### src/rtl/trm_pkg.sv
`timescale 1ns / 1ps
// ----------------------------------------------------------------------------
// trm_pkg: shared types and codes of the register machine execute block
// Opcodes, operand kinds, error codes, write selects and the structs that
// pass between the pipeline register and the execute unit.
// ----------------------------------------------------------------------------
package trm_pkg;

  localparam int DataW = 32;
  localparam int LineW = 16;

  typedef enum logic [2:0] {
    OP_MOV = 3'd0,
    OP_ADD = 3'd1,
    OP_SUB = 3'd2,
    OP_JMP = 3'd3,
    OP_JPN = 3'd4,
    OP_PRN = 3'd5,
    OP_HLT = 3'd6
  } opcode_e;

  typedef enum logic [1:0] {
    KIND_CONST = 2'd0,
    KIND_REG   = 2'd1,
    KIND_MEM   = 2'd2
  } kind_e;

  typedef enum logic [1:0] {
    ERR_NONE   = 2'd0,
    ERR_REG    = 2'd1,
    ERR_ADDR   = 2'd2,
    ERR_OPCODE = 2'd3
  } err_e;

  // Where the single write of an instruction lands.
  typedef enum logic [2:0] {
    WR_NONE  = 3'd0,
    WR_RF_A  = 3'd1,  // register named by the first operand
    WR_RF_B  = 3'd2,  // register named by the second operand
    WR_MEM_1 = 3'd3,  // address named by the first operand
    WR_MEM_2 = 3'd4   // address named by the second operand
  } wr_sel_e;

  // Decoded instruction held in the execute stage.
  typedef struct packed {
    logic [2:0]       opcode;
    logic [1:0]       first_kind;
    logic [1:0]       second_kind;
    logic [DataW-1:0] first_const;
    logic [DataW-1:0] second_const;
    logic             reg1_ok;
    logic             reg2_ok;
    logic             mem1_ok;
    logic             mem2_ok;
  } item_t;

  // Outcome of one instruction.
  typedef struct packed {
    err_e             err;
    logic [LineW-1:0] npc;
    logic             halt_set;
    logic             print_valid;
    logic [DataW-1:0] print_value;
    wr_sel_e          wr_sel;
    logic [DataW-1:0] wr_data;
  } exec_res_t;

endpackage

### src/rtl/trm_ram.sv
`timescale 1ns / 1ps
// ----------------------------------------------------------------------------
// trm_ram: generic single-port-write, single-port-read RAM
// Registered read; a read at the address being written returns the old word.
// ----------------------------------------------------------------------------
module trm_ram #(
  parameter int Width = 32,
  parameter int Depth = 64,
  parameter int AddrW = (Depth > 1) ? $clog2(Depth) : 1
) (
  input  logic             clk_i,
  input  logic             we_i,
  input  logic [AddrW-1:0] waddr_i,
  input  logic [Width-1:0] wdata_i,
  input  logic             re_i,
  input  logic [AddrW-1:0] raddr_i,
  output logic [Width-1:0] rdata_o
);

  logic [Width-1:0] mem_q [Depth];
  logic [Width-1:0] rdata_q;

  always_ff @(posedge clk_i) begin
    if (we_i) begin
      mem_q[waddr_i] <= wdata_i;
    end
    if (re_i) begin
      rdata_q <= mem_q[raddr_i];
    end
  end

  assign rdata_o = rdata_q;

endmodule

### src/rtl/trm_alu.sv
`timescale 1ns / 1ps
// ----------------------------------------------------------------------------
// trm_alu: execute unit of the register machine
// Turns a decoded instruction and its forwarded operands into the next
// program counter, print value, halt flag, error code and at most one write.
// ----------------------------------------------------------------------------
module trm_alu (
  input  trm_pkg::item_t                 item_i,
  input  logic [trm_pkg::DataW-1:0]      opa_i,  // register at first operand
  input  logic [trm_pkg::DataW-1:0]      opb_i,  // register at second operand
  input  logic [trm_pkg::DataW-1:0]      opm_i,  // memory word read
  input  logic [trm_pkg::LineW-1:0]      pc_i,
  output trm_pkg::exec_res_t             res_o
);

  import trm_pkg::*;

  logic [DataW-1:0] rhs;
  logic [DataW-1:0] sum;
  logic [DataW-1:0] diff;

  always_comb begin
    case (item_i.second_kind)
      KIND_REG: rhs = opb_i;
      KIND_MEM: rhs = opm_i;
      default:  rhs = item_i.second_const;
    endcase
  end

  assign sum  = opa_i + rhs;
  assign diff = opa_i - rhs;

  always_comb begin
    res_o             = '0;
    res_o.err         = ERR_NONE;
    res_o.npc         = pc_i + LineW'(1);
    res_o.wr_sel      = WR_NONE;
    res_o.print_value = '0;

    case (item_i.opcode)
      OP_MOV: begin
        if (item_i.first_kind == KIND_REG) begin
          if (!item_i.reg1_ok) begin
            res_o.err = ERR_REG;
          end else if (item_i.second_kind == KIND_REG && !item_i.reg2_ok) begin
            res_o.err = ERR_REG;
          end else if (item_i.second_kind == KIND_MEM && !item_i.mem2_ok) begin
            res_o.err = ERR_ADDR;
          end else if (item_i.second_kind == KIND_REG) begin
            res_o.wr_sel  = WR_RF_B;
            res_o.wr_data = opa_i;
          end else if (item_i.second_kind == KIND_MEM) begin
            res_o.wr_sel  = WR_MEM_2;
            res_o.wr_data = opa_i;
          end else begin
            res_o.wr_sel  = WR_RF_A;
            res_o.wr_data = item_i.second_const;
          end
        end else if (item_i.first_kind == KIND_MEM) begin
          if (!item_i.mem1_ok) begin
            res_o.err = ERR_ADDR;
          end else if (item_i.second_kind == KIND_REG && !item_i.reg2_ok) begin
            res_o.err = ERR_REG;
          end else if (item_i.second_kind == KIND_REG) begin
            res_o.wr_sel  = WR_RF_B;
            res_o.wr_data = opm_i;
          end else begin
            res_o.wr_sel  = WR_MEM_1;
            res_o.wr_data = item_i.second_const;
          end
        end
      end
      OP_ADD, OP_SUB: begin
        if (!item_i.reg1_ok) begin
          res_o.err = ERR_REG;
        end else if (item_i.second_kind == KIND_REG && !item_i.reg2_ok) begin
          res_o.err = ERR_REG;
        end else if (item_i.second_kind == KIND_MEM && !item_i.mem2_ok) begin
          res_o.err = ERR_ADDR;
        end else begin
          res_o.wr_sel  = WR_RF_A;
          res_o.wr_data = (item_i.opcode == OP_ADD) ? sum : diff;
        end
      end
      OP_JMP: begin
        if (item_i.first_kind == KIND_REG) begin
          if (!item_i.reg1_ok) begin
            res_o.err = ERR_REG;
          end else if (opa_i == '0) begin
            res_o.npc = item_i.second_const[LineW-1:0];
          end
        end else begin
          res_o.npc = item_i.first_const[LineW-1:0];
        end
      end
      OP_JPN: begin
        if (!item_i.reg1_ok) begin
          res_o.err = ERR_REG;
        end else if (opa_i == '0 || opa_i[DataW-1]) begin
          res_o.npc = item_i.second_const[LineW-1:0];
        end
      end
      OP_PRN: begin
        if (item_i.first_kind == KIND_REG && !item_i.reg1_ok) begin
          res_o.err = ERR_REG;
        end else if (item_i.first_kind == KIND_MEM && !item_i.mem1_ok) begin
          res_o.err = ERR_ADDR;
        end else begin
          res_o.print_valid = 1'b1;
          case (item_i.first_kind)
            KIND_REG: res_o.print_value = opa_i;
            KIND_MEM: res_o.print_value = opm_i;
            default:  res_o.print_value = item_i.first_const;
          endcase
        end
      end
      OP_HLT: begin
        res_o.halt_set = 1'b1;
        res_o.npc      = pc_i;
      end
      default: begin
        res_o.err = ERR_OPCODE;
      end
    endcase

    // A failed instruction changes nothing.
    if (res_o.err != ERR_NONE) begin
      res_o.npc    = pc_i;
      res_o.wr_sel = WR_NONE;
    end
  end

endmodule

### src/rtl/tiny_register_machine_execute.sv
`timescale 1ns / 1ps
// ----------------------------------------------------------------------------
// tiny_register_machine_execute: execute stage of a small register machine
// Runs one decoded instruction per transaction against a register file and
// a data memory held in synchronous RAMs, and reports one result each.
// ----------------------------------------------------------------------------
//
//   channel  | handshake               | payload
//   ---------+-------------------------+-----------------------------------
//   input    | in_valid_i / in_stall_o | opcode, first/second kind+value,
//            |                         | second_present
//   output   | out_valid_o/out_stall_i | print_valid, print_value,
//            |                         | next_line, halted, error_code
//
// Flow: one instruction per clock while the output is not stalled. An
//   instruction is accepted into the execute stage registers (RAM reads
//   launch), then executes, writes back and fills the output register.
// Reset: after reset the RAMs are swept to zero, one entry per cycle,
//   through max(REGISTER_COUNT, MEMORY_WORDS) entries (64 by default);
//   in_stall_o stays high during the sweep.
// Stalls: the output register decouples the sides; the input stalls only
//   during the init sweep or when both the execute stage and the output
//   register are full and the output is stalled.
// A write by the instruction ahead that lands on the same edge as the read
//   is forwarded from a bypass register.
// second_present_i is carried on the port; no opcode depends on it.
// ----------------------------------------------------------------------------
module tiny_register_machine_execute #(
  parameter int REGISTER_COUNT = 5,
  parameter int MEMORY_WORDS   = 64
) (
  input  logic                             clk_i,
  input  logic                             rst_ni,

  input  logic                             in_valid_i,
  output logic                             in_stall_o,
  input  logic [2:0]                       opcode_i,
  input  logic [1:0]                       first_kind_i,
  input  logic signed [trm_pkg::DataW-1:0] first_value_i,
  input  logic [1:0]                       second_kind_i,
  input  logic signed [trm_pkg::DataW-1:0] second_value_i,
  input  logic                             second_present_i,

  output logic                             out_valid_o,
  input  logic                             out_stall_i,
  output logic                             print_valid_o,
  output logic signed [trm_pkg::DataW-1:0] print_value_o,
  output logic [trm_pkg::LineW-1:0]        next_line_o,
  output logic                             halted_o,
  output logic [1:0]                       error_code_o
);

  import trm_pkg::*;

  localparam int RegIdxW   = (REGISTER_COUNT > 1) ? $clog2(REGISTER_COUNT) : 1;
  localparam int MemAddrW  = (MEMORY_WORDS > 1) ? $clog2(MEMORY_WORDS) : 1;
  localparam int ClrDepth  = (REGISTER_COUNT > MEMORY_WORDS) ? REGISTER_COUNT
                                                             : MEMORY_WORDS;
  localparam int ClrCntW   = $clog2(ClrDepth + 1);
  localparam logic signed [DataW-1:0] RegMax  = DataW'(REGISTER_COUNT);
  localparam logic signed [DataW-1:0] MemLast = DataW'(MEMORY_WORDS - 1);

  // ---------------------------------------------------------------------------
  // Handshake and pipeline control
  // ---------------------------------------------------------------------------
  logic in_accept;
  logic s1_fire;
  logic s1_valid_q;
  logic out_valid_q;
  logic init_q;
  logic [ClrCntW-1:0] init_cnt_q;

  // Execute stage fires when the output register is empty or draining.
  assign s1_fire    = s1_valid_q && (!out_valid_q || !out_stall_i);
  assign in_stall_o = init_q || (s1_valid_q && !s1_fire);
  assign in_accept  = in_valid_i && !in_stall_o;

  // ---------------------------------------------------------------------------
  // Decode on accept: range checks and RAM addresses
  // ---------------------------------------------------------------------------
  item_t               item_d;
  logic [DataW-1:0]    v1_m1;
  logic [DataW-1:0]    v2_m1;
  logic [RegIdxW-1:0]  ra_d;
  logic [RegIdxW-1:0]  rb_d;
  logic [MemAddrW-1:0] m1_d;
  logic [MemAddrW-1:0] m2_d;
  logic [MemAddrW-1:0] mrd_d;

  assign v1_m1 = first_value_i - DataW'(1);
  assign v2_m1 = second_value_i - DataW'(1);
  assign ra_d  = v1_m1[RegIdxW-1:0];
  assign rb_d  = v2_m1[RegIdxW-1:0];
  assign m1_d  = first_value_i[MemAddrW-1:0];
  assign m2_d  = second_value_i[MemAddrW-1:0];
  // ADD and SUB read memory at the second operand, everything else at the first.
  assign mrd_d = (opcode_i inside {OP_ADD, OP_SUB}) ? m2_d : m1_d;

  always_comb begin
    item_d.opcode       = opcode_i;
    item_d.first_kind   = first_kind_i;
    item_d.second_kind  = second_kind_i;
    item_d.first_const  = first_value_i;
    item_d.second_const = second_value_i;
    item_d.reg1_ok      = (first_value_i >= 1) && (first_value_i <= RegMax);
    item_d.reg2_ok      = (second_value_i >= 1) && (second_value_i <= RegMax);
    item_d.mem1_ok      = !first_value_i[DataW-1] && (first_value_i <= MemLast);
    item_d.mem2_ok      = !second_value_i[DataW-1] && (second_value_i <= MemLast);
  end

  // ---------------------------------------------------------------------------
  // Execute stage registers
  // ---------------------------------------------------------------------------
  item_t               s1_item_q;
  logic [RegIdxW-1:0]  s1_ra_q;
  logic [RegIdxW-1:0]  s1_rb_q;
  logic [MemAddrW-1:0] s1_m1_q;
  logic [MemAddrW-1:0] s1_m2_q;
  logic [MemAddrW-1:0] s1_mrd_q;

  always_ff @(posedge clk_i or negedge rst_ni) begin
    if (!rst_ni) begin
      s1_valid_q <= 1'b0;
    end else if (in_accept) begin
      s1_valid_q <= 1'b1;
    end else if (s1_fire) begin
      s1_valid_q <= 1'b0;
    end
  end

  always_ff @(posedge clk_i) begin
    if (in_accept) begin
      s1_item_q <= item_d;
      s1_ra_q   <= ra_d;
      s1_rb_q   <= rb_d;
      s1_m1_q   <= m1_d;
      s1_m2_q   <= m2_d;
      s1_mrd_q  <= mrd_d;
    end
  end

  // ---------------------------------------------------------------------------
  // Memories: register file in two read banks, data memory in one
  // ---------------------------------------------------------------------------
  logic                rf_we;
  logic [RegIdxW-1:0]  rf_waddr;
  logic                mem_we;
  logic [MemAddrW-1:0] mem_waddr;
  logic [DataW-1:0]    wdata;
  logic [DataW-1:0]    rfa_rdata;
  logic [DataW-1:0]    rfb_rdata;
  logic [DataW-1:0]    mem_rdata;

  trm_ram #(
    .Width (DataW),
    .Depth (REGISTER_COUNT),
    .AddrW (RegIdxW)
  ) u_rf_a (
    .clk_i   (clk_i),
    .we_i    (rf_we),
    .waddr_i (rf_waddr),
    .wdata_i (wdata),
    .re_i    (in_accept),
    .raddr_i (ra_d),
    .rdata_o (rfa_rdata)
  );

  trm_ram #(
    .Width (DataW),
    .Depth (REGISTER_COUNT),
    .AddrW (RegIdxW)
  ) u_rf_b (
    .clk_i   (clk_i),
    .we_i    (rf_we),
    .waddr_i (rf_waddr),
    .wdata_i (wdata),
    .re_i    (in_accept),
    .raddr_i (rb_d),
    .rdata_o (rfb_rdata)
  );

  trm_ram #(
    .Width (DataW),
    .Depth (MEMORY_WORDS),
    .AddrW (MemAddrW)
  ) u_dmem (
    .clk_i   (clk_i),
    .we_i    (mem_we),
    .waddr_i (mem_waddr),
    .wdata_i (wdata),
    .re_i    (in_accept),
    .raddr_i (mrd_d),
    .rdata_o (mem_rdata)
  );

  // ---------------------------------------------------------------------------
  // Bypass: hold the write that landed on the same edge as the current read
  // ---------------------------------------------------------------------------
  logic                fwd_rf_we_q;
  logic [RegIdxW-1:0]  fwd_rf_addr_q;
  logic                fwd_mem_we_q;
  logic [MemAddrW-1:0] fwd_mem_addr_q;
  logic [DataW-1:0]    fwd_data_q;
  logic                exec_rf_we;
  logic                exec_mem_we;
  logic [DataW-1:0]    opa;
  logic [DataW-1:0]    opb;
  logic [DataW-1:0]    opm;

  always_ff @(posedge clk_i or negedge rst_ni) begin
    if (!rst_ni) begin
      fwd_rf_we_q  <= 1'b0;
      fwd_mem_we_q <= 1'b0;
    end else if (in_accept) begin
      fwd_rf_we_q  <= exec_rf_we;
      fwd_mem_we_q <= exec_mem_we;
    end
  end

  always_ff @(posedge clk_i) begin
    if (in_accept) begin
      fwd_rf_addr_q  <= rf_waddr;
      fwd_mem_addr_q <= mem_waddr;
      fwd_data_q     <= wdata;
    end
  end

  assign opa = (fwd_rf_we_q && fwd_rf_addr_q == s1_ra_q) ? fwd_data_q : rfa_rdata;
  assign opb = (fwd_rf_we_q && fwd_rf_addr_q == s1_rb_q) ? fwd_data_q : rfb_rdata;
  assign opm = (fwd_mem_we_q && fwd_mem_addr_q == s1_mrd_q) ? fwd_data_q : mem_rdata;

  // ---------------------------------------------------------------------------
  // Execute and write back
  // ---------------------------------------------------------------------------
  exec_res_t        res;
  logic [LineW-1:0] pc_q;
  logic             halt_q;

  trm_alu u_alu (
    .item_i (s1_item_q),
    .opa_i  (opa),
    .opb_i  (opb),
    .opm_i  (opm),
    .pc_i   (pc_q),
    .res_o  (res)
  );

  assign exec_rf_we  = s1_fire && (res.wr_sel inside {WR_RF_A, WR_RF_B});
  assign exec_mem_we = s1_fire && (res.wr_sel inside {WR_MEM_1, WR_MEM_2});

  // Drive the write ports from the init sweep first, then from execute.
  always_comb begin
    if (init_q) begin
      rf_we     = init_cnt_q < ClrCntW'(REGISTER_COUNT);
      rf_waddr  = init_cnt_q[RegIdxW-1:0];
      mem_we    = init_cnt_q < ClrCntW'(MEMORY_WORDS);
      mem_waddr = init_cnt_q[MemAddrW-1:0];
      wdata     = '0;
    end else begin
      rf_we     = exec_rf_we;
      rf_waddr  = (res.wr_sel == WR_RF_B) ? s1_rb_q : s1_ra_q;
      mem_we    = exec_mem_we;
      mem_waddr = (res.wr_sel == WR_MEM_2) ? s1_m2_q : s1_m1_q;
      wdata     = res.wr_data;
    end
  end

  // Init sweep: advance one entry per cycle, drop out after the last one.
  always_ff @(posedge clk_i or negedge rst_ni) begin
    if (!rst_ni) begin
      init_q     <= 1'b1;
      init_cnt_q <= '0;
    end else if (init_q) begin
      init_cnt_q <= init_cnt_q + ClrCntW'(1);
      if (init_cnt_q == ClrCntW'(ClrDepth - 1)) begin
        init_q <= 1'b0;
      end
    end
  end

  // Program counter and sticky halt.
  always_ff @(posedge clk_i or negedge rst_ni) begin
    if (!rst_ni) begin
      pc_q   <= LineW'(1);
      halt_q <= 1'b0;
    end else if (s1_fire) begin
      pc_q   <= res.npc;
      halt_q <= halt_q | res.halt_set;
    end
  end

  // ---------------------------------------------------------------------------
  // Output register
  // ---------------------------------------------------------------------------
  logic             print_valid_q;
  logic [DataW-1:0] print_value_q;
  logic [LineW-1:0] next_line_q;
  logic             halted_q;
  err_e             error_code_q;

  always_ff @(posedge clk_i or negedge rst_ni) begin
    if (!rst_ni) begin
      out_valid_q <= 1'b0;
    end else if (s1_fire) begin
      out_valid_q <= 1'b1;
    end else if (!out_stall_i) begin
      out_valid_q <= 1'b0;
    end
  end

  always_ff @(posedge clk_i) begin
    if (s1_fire) begin
      print_valid_q <= res.print_valid;
      print_value_q <= res.print_value;
      next_line_q   <= res.npc;
      halted_q      <= halt_q | res.halt_set;
      error_code_q  <= res.err;
    end
  end

  assign out_valid_o   = out_valid_q;
  assign print_valid_o = print_valid_q;
  assign print_value_o = print_value_q;
  assign next_line_o   = next_line_q;
  assign halted_o      = halted_q;
  assign error_code_o  = error_code_q;

  // ---------------------------------------------------------------------------
  // Assertions
  // ---------------------------------------------------------------------------
  a_err_no_write : assert property (@(posedge clk_i) disable iff (!rst_ni)
    (s1_fire && res.err != ERR_NONE) |-> (!exec_rf_we && !exec_mem_we))
    else $error("failed instruction wrote state");

  a_err_holds_pc : assert property (@(posedge clk_i) disable iff (!rst_ni)
    (s1_fire && res.err != ERR_NONE) |=> (pc_q == $past(pc_q)))
    else $error("failed instruction moved the program counter");

  a_halt_sticky : assert property (@(posedge clk_i) disable iff (!rst_ni)
    halt_q |=> halt_q)
    else $error("halt flag cleared");

  a_fire_fills_out : assert property (@(posedge clk_i) disable iff (!rst_ni)
    s1_fire |=> (out_valid_o && next_line_o == pc_q))
    else $error("executed instruction did not reach the output register");

  a_no_exec_in_init : assert property (@(posedge clk_i) disable iff (!rst_ni)
    init_q |-> (!s1_valid_q && !in_accept))
    else $error("instruction active during init sweep");

endmodule
### config.mk
export PLATFORM = sky130hd
export DESIGN_NAME = tiny_register_machine_execute
export DESIGN_NICKNAME = d
export VERILOG_FILES = /design/src/rtl/trm_pkg.sv /design/src/rtl/trm_ram.sv /design/src/rtl/trm_alu.sv /design/src/rtl/tiny_register_machine_execute.sv
export SDC_FILE = /design/constraint.sdc
export NUM_CORES = 2
export LEC_CHECK = 0
export BUFFER_PORTS_ARGS = -buffer_cell sky130_fd_sc_hd__buf_2
export CORE_MARGIN = 4
export CORE_UTILIZATION = 29
export DETAILED_ROUTE_END_ITERATION = 6
export PLACE_DENSITY_LB_ADDON = 0.25
export SETUP_SLACK_MARGIN = 0.4
export SLEW_MARGIN = 0
export SYNTH_ARGS = -nofsm -noshare
export SYNTH_HDL_FRONTEND = slang
export SYNTH_HIERARCHICAL = 1
export SYNTH_SLANG_ARGS = --single-unit
### constraint.sdc
create_clock -name clk_i -period 9.2 [get_ports clk_i]
set_clock_uncertainty 0.05 [all_clocks]
set_input_delay 0.92 -clock clk_i [delete_from_list [all_inputs] [get_ports clk_i]]
set_output_delay 0.92 -clock clk_i [all_outputs]
set_load 0.1 [all_outputs]
Yosys cells after proc, flatten, opt, wreduce, memory -nomap -nowiden --
Memories as Yosys holds them, arrays and structs flattened. A register that Yosys moved wholly into a read port is not among the register bits. Index checks and enable logic that the tools add are counted.
Cells by class: reductions and logical operators 39, muxes and demuxes 60, add/subtract/negate cells 6, bitwise logic cells 2, $lt $le $gt $ge 8, equal/unequal tests 21
Operators by type and width (number):
- two-way mux 35 bit | 10
- two-way mux 32 bit | 5
- case mux 32 bit (2 select lines) | 2
- two-way mux 33 bit | 3
- two-way mux 16 bit | 6
- case mux 35 bit (2 select lines) | 1
- greater-or-equal comparator 32 x 2 -> 1 bit (second input constant) | 2
- <= comparator 32 x 4 -> 1 bit (second input constant) | 2
- <= comparator 32 x 7 -> 1 bit (second input constant) | 2
- case mux 16 bit (3 select lines) | 1
- two-way mux 34 bit | 1
- adder 32 bit | 1
- logical NOT 32 bit | 1
- subtractor 32 bit | 1
- two-way mux 2 bit | 9
- two-way mux 6 bit | 3
- adder 16 x 1 -> 16 bit (second input constant) | 1
- logical AND 1 bit | 16
- == test 3 x 2 -> 1 bit (second input constant) | 5
- two-way mux 1 bit | 15
- == test 3 bit (second input constant) | 4
- case mux 2 bit (6 select lines) | 1
- logical NOT 1 bit | 10
- nonzero test 2 bit | 5
- other kinds (18) | 29
Storage, ports and cells: word-level logic and storage cells 169, RAM bits 2368, flip-flop bits (word level) 221, input port bits 76, memories kept 3, output and inout bits 54
Memories:
- u_dmem.mem_q | depth 64, width 32, rd ports 1, clocked after memory_dff 1, wr ports 1, line trm_ram.sv:20 | logic [Width-1:0] mem_q [Depth];
- u_rf_a.mem_q | depth 5, width 32, rd ports 1, clocked after memory_dff 1, wr ports 1, line trm_ram.sv:20
- u_rf_b.mem_q | depth 5, width 32, rd ports 1, clocked after memory_dff 1, wr ports 1, line trm_ram.sv:20

Longest topological paths before layout --
word-level depth 17, mapped depth 25, depth with buffers taken out 23

Cells and area by module --
The synthesis kept the hierarchy.
By module, submodules not included:
- trm_ram (u_dmem) | cells an instance 3324, area each 78835.6 µm², sequential area each 62459.9 µm², instances 1
- trm_ram (u_rf_a ...) | cells an instance 383, area each 7224.4 µm², sequential area each 5765.5 µm², instances 2
- tiny_register_machine_execute | cells an instance 536, area each 8585.7 µm², sequential area each 6133.4 µm², instances 1
- trm_alu | cells an instance 1010, area each 6590.1 µm², sequential area each 0.0 µm², instances 1

Least setup slack after synthesis --
No wires, ideal clock.
kind register -> register, start register s1_mrd_q[1], end register fwd_data_q[29] (data pin), period minus slack after synthesis 7414 ps, buffers on the path 2, setup time 571 ps, cell stages (with the launch flop) 25, path slack 1786 ps, data required time 8579 ps, arrival time 6792 ps, cell sequence edfxtp_1 > xor2_1 > nor4_4 > buf_6 > mux2_2 > a221oi_2 > or2_2 > ha_1 > and3_1 > and3_1 > clkbuf_1 > inv_1 > o21ai_0 > xnor2_1 > ha_1 > and3_1 > and2_1 > a221o_1 > a41oi_1 > o21a_1 > o31a_1 > o21ai_0 > xnor2_1 > a21o_1 > nor2b_1
RTL lines:
- start: declaration | line tiny_register_machine_execute.sv:119 | logic [MemAddrW-1:0] s1_mrd_q;
- start signal: assignment | line tiny_register_machine_execute.sv:138 | s1_mrd_q <= mrd_d;
- end signal: assignment | line tiny_register_machine_execute.sv:224 | fwd_data_q <= wdata;
- end: declaration | line tiny_register_machine_execute.sv:203 | logic [DataW-1:0] fwd_data_q;

==> results.md <==
* CTS tree: built
* Most common cell after layout, fill and taps aside: edfxtp_1
* Switch Pwr at around 0.007 W
* DR pass1 iterations at 6
* Die width at between 600 and 700 µm
* Share of cells above drive strength 1 at around 25%
* # H-tree levels at 5
* Die ar. at about 380000 µm²
* Count of flip-flops with a built-in enable after synthesis at 2644
* Area Overhead vs Synth at 15.6%
* Synth Warn # at 6
* Initial Util at between 20 and 30%
* Fmax at around 0.13 GHz
* VDD IR max at about 0.00014 V
* Syn avg cell area at just under 20 µm²
* Drt drc at 0
* Ys flop type: edfxtp_1
* Yosys reg bits at about 2700
* Final Net Count at ~6100
* Largest stage delay on the critical path at around 0.69 ns
* Max Slew Vio Count at 0
* FF+latch area at 80100 µm²
* Total track usage at 15.9%
* Top Ports at 130
* Final TNS setup at 0 ns
* Setup crit end: u_dmem/mem_q[40][27]
* Cts hold-fix bufs at 0
* Clk buf depth at 4
* Core area at between 300000 and 400000 µm²
* Drt via density at ~5.1
* Synth Cell Area at between 100000 and 150000 µm²
* Final setup violation count at 0
* Critical path's top delay family: simple AND/OR/NAND/NOR gates
* Ys async rst share at under 10%
* CP max-delay cell: nor4_4
* CP Launch Point: s1_mrd_q[0]
* Slew headroom at under 10%
* Max-cap violations at 0
* Vias at around 56000
* Placer's final routability congestion estimate at between 0.8 and 0.9
* Sw Share at between 20% and 30%
* Leak at ~40 nW
* Post-CTS sizing at 0
* Shortest period the worst path allows at roughly 7.6 ns
* Reg-to-Reg End: u_dmem/mem_q[40][27]
* FILL cells at 35100
* Power Density at about 230 nW/µm²
* Sequential-to-total area share from yosys stat at roughly 74%
* Worst Max-Slew Pin Slew at around 1.4 ns
* Min-delay worst type: in2async
* Status: completed
* Synthesized netlist cell count at 5636
* Final period util at between 80 and 90%
* Unrepaired setup endpoints after global routing: false
* Reg power frac at roughly half
* Clock transition at path regs at approximately 0.060 ns
* DRT antenna net count at 0
* Share of total power in combinational logic at between 10% and 20%
* FP Rows at roughly 220
* Worst Path Arrival at 7.97 ns
* CTS root buffer: clkbuf_16
* Die Height at 620 µm
* Multi-input gate area at 27200 µm²
* Critical path class: reg2reg
* Buffer and inverter count on the worst path at 2
* Pwr Total at 0.0283 W
* Synthesized Nets at ~5800
* Total wire length at ~310000 µm
* Initial antenna violation count at 18
* Crit path required time at between 9 and 10 ns
* Setup Fix Bufs, Post-CTS at 0
* CP Max Fanout at 76
* Hold_ws at between 0.07 and 0.08 ns
* HPWL Detailed at roughly 190000 µm
* Clk pwr share at 39.4%
* R2R setup slack at about 1.6 ns
* Grt ovf at 0
* Most frequent cells in the layout: edfxtp_1 (2644), mux4_2 (544), clkbuf_16 (298)
* Crit path capture type: register
* CTS buffer count at 288
* Synth cell types at 76
* Largest net degree at the start of global routing at 96
* Initial drt markers at about 5700
* Reg2reg path depth at 22
* Crit path cell chain: xnor2_1 > nand4_1 > nor4_4 > buf_4 > mux2_2 > a22oi_1 > o21ai_1 > nor3_2 > and4_1 > nand3_1 > nor2_1 > nor2_1 > xnor2_1 > ha_1 > nand2_1 > nor4_1 > a21oi_1 > o21ai_0 > xor2_1 > a21o_1 > nor2b_4 > buf_4
* Int Pwr at 0.0213 W
* Port Buf Inserts at 128
* Clk_lat worst skew at approximately 0.86 ns
* First-pass GRT wire length at ~440000 µm
* Crit start category: register
* Critical Path Stages at 22
* RR Startpoint: s1_mrd_q[0]
* Fin. Hold Viols at 0
* Number of global-route vias before repair at 56600
* Final routed wire length divided by cell count at ~28 µm
* TritonCTS Sinks at ~2700
per-layer routing:
layer | wire length (µm) | track usage [%] | vias up
met5 | 31 | 0 | -
met4 | 9330 | 4.67 | 4
met3 | 17900 | 2.40 | 368
met2 | 147000 | 25.2 | 1871
met1 | 140000 | 22.8 | 30500
li1 | - | - | 23700
synth_stat cells (all sizes together), types with 7 or more instances:
| cell | number | area share [%] |
|---|---|---|
| and2 | 9 | 0.052 |
| or3 | 7 | 0.040 |
| o221ai | 52 | 0.42 |
| a211oi | 77 | 0.53 |
| mux4 | 544 | 11 |
| nor2b | 131 | 0.76 |
| inv | 102 | 0.35 |
| nand3 | 34 | 0.16 |
| o21ai | 62 | 0.29 |
| edfxtp | 2644 | 73 |
| or2 | 18 | 0.10 |
| ha | 48 | 0.55 |
| nand2b | 28 | 0.18 |
| a21oi | 164 | 0.76 |
| clkbuf | 150 | 0.52 |
| nand4 | 17 | 0.098 |
| a221oi | 79 | 0.81 |
| a21o | 37 | 0.26 |
| nand2 | 164 | 0.57 |
| o22ai | 114 | 0.66 |
| buf | 174 | 1.0 |
| nor4 | 24 | 0.17 |
| xnor2 | 66 | 0.53 |
| o31ai | 10 | 0.069 |
| a31oi | 16 | 0.092 |
| and3 | 13 | 0.075 |
| a22oi | 49 | 0.34 |
| a221o | 16 | 0.15 |
| nor3 | 23 | 0.11 |
| dfrtp | 27 | 0.62 |
| xor2 | 30 | 0.24 |
| mux2 | 105 | 1.1 |
| mux2i | 251 | 2.3 |
| nor2 | 273 | 0.94 |
| a311oi | 8 | 0.065 |
cell type report:
type | instances | share of cell area (%)
clock buffer | 362 | 6.14
sequential | 2673 | 63.9
timing repair buffer | 336 | 1.93
clock inverter | 142 | 1.01
tap | 4972 | 4.96
multi-input combinational | 2536 | 21.7
inverter | 103 | 0.318
antenna | 17 | 0.0339
stage by stage:
step | setup WS [ns] | utilization [%] | cells | cell area [µm²]
detailed placement | 1.77 | 31.2 | 10600 | 116000
finish | 1.63 | 33.7 | 11100 | 125000
floorplan | 1.79 | - | 5636 | 108000
CTS | 1.67 | 33.6 | 11100 | 125000
global route | 1.10 | 33.7 | 11100 | 125000
global placement | 1.69 | 31.2 | 10600 | 116000
power groups by stage:
stage                     logic (W)  clock network (W)  registers [W]
after global routing        0.00350             0.0120         0.0139
after detailed placement    0.00328                  0         0.0141
after CTS                   0.00329             0.0115         0.0139
after floorplan             0.00194                  0         0.0143
after global placement      0.00326                  0         0.0141
final                       0.00328             0.0112         0.0139
sequential cells by signal, indices dropped and copies added, names as in the netlist, 2 cells and up:
| register | count |
|---|---|
| error_code_o | 2 |
| u_dmem/mem_q | 2048 |
| s1_ra_q | 3 |
| u_rf_b/mem_q | 160 |
| u_dmem/rdata_o | 32 |
| pc_q | 16 |
| s1_rb_q | 3 |
| u_rf_b/rdata_o | 32 |
| fwd_rf_addr_q | 3 |
| init_cnt_q | 7 |
| s1_item_q | 75 |
| print_value_o | 32 |
| fwd_data_q | 32 |
| fwd_mem_addr_q | 6 |
| u_rf_a/rdata_o | 32 |
| u_rf_a/mem_q | 160 |
| next_line_o | 16 |
| s1_mrd_q | 6 |
worst register-to-register path: cells and delay by family, from the launching register on:
family	cells	cell delay, ns
compound gates	5	0.99
xor+xnor	3	0.71
fa+ha+maj	1	0.41
buf+inv	2	1.08
flops	1	0.38
mux	1	0.44
simple gates	10	2.93
how the worst min path moves through the flow:
stage                start        to  slack (ns)  cells past startpoint
detailed placement  halt_q    halt_q        0.39                      1
floorplan           halt_q    halt_q        0.37                      1
global route        rst_ni  pc_q[15]        0.09                      1
finish              rst_ni  pc_q[14]        0.08                      1
CTS                 rst_ni  pc_q[15]        0.05                      1
global placement    halt_q    halt_q        0.38                      1
cell families after synthesis:
logic type	synth area share (%)
AO/OA/AOI/OAI	4.74
XOR/XNOR	0.775
adder cells (fa/ha/maj)	0.572
buffers and inverters	1.87
flip-flops	73.9
multiplexers	14.7
AND/OR/NAND/NOR	3.47
No activity file was read; power rests on OpenSTA's default activity.
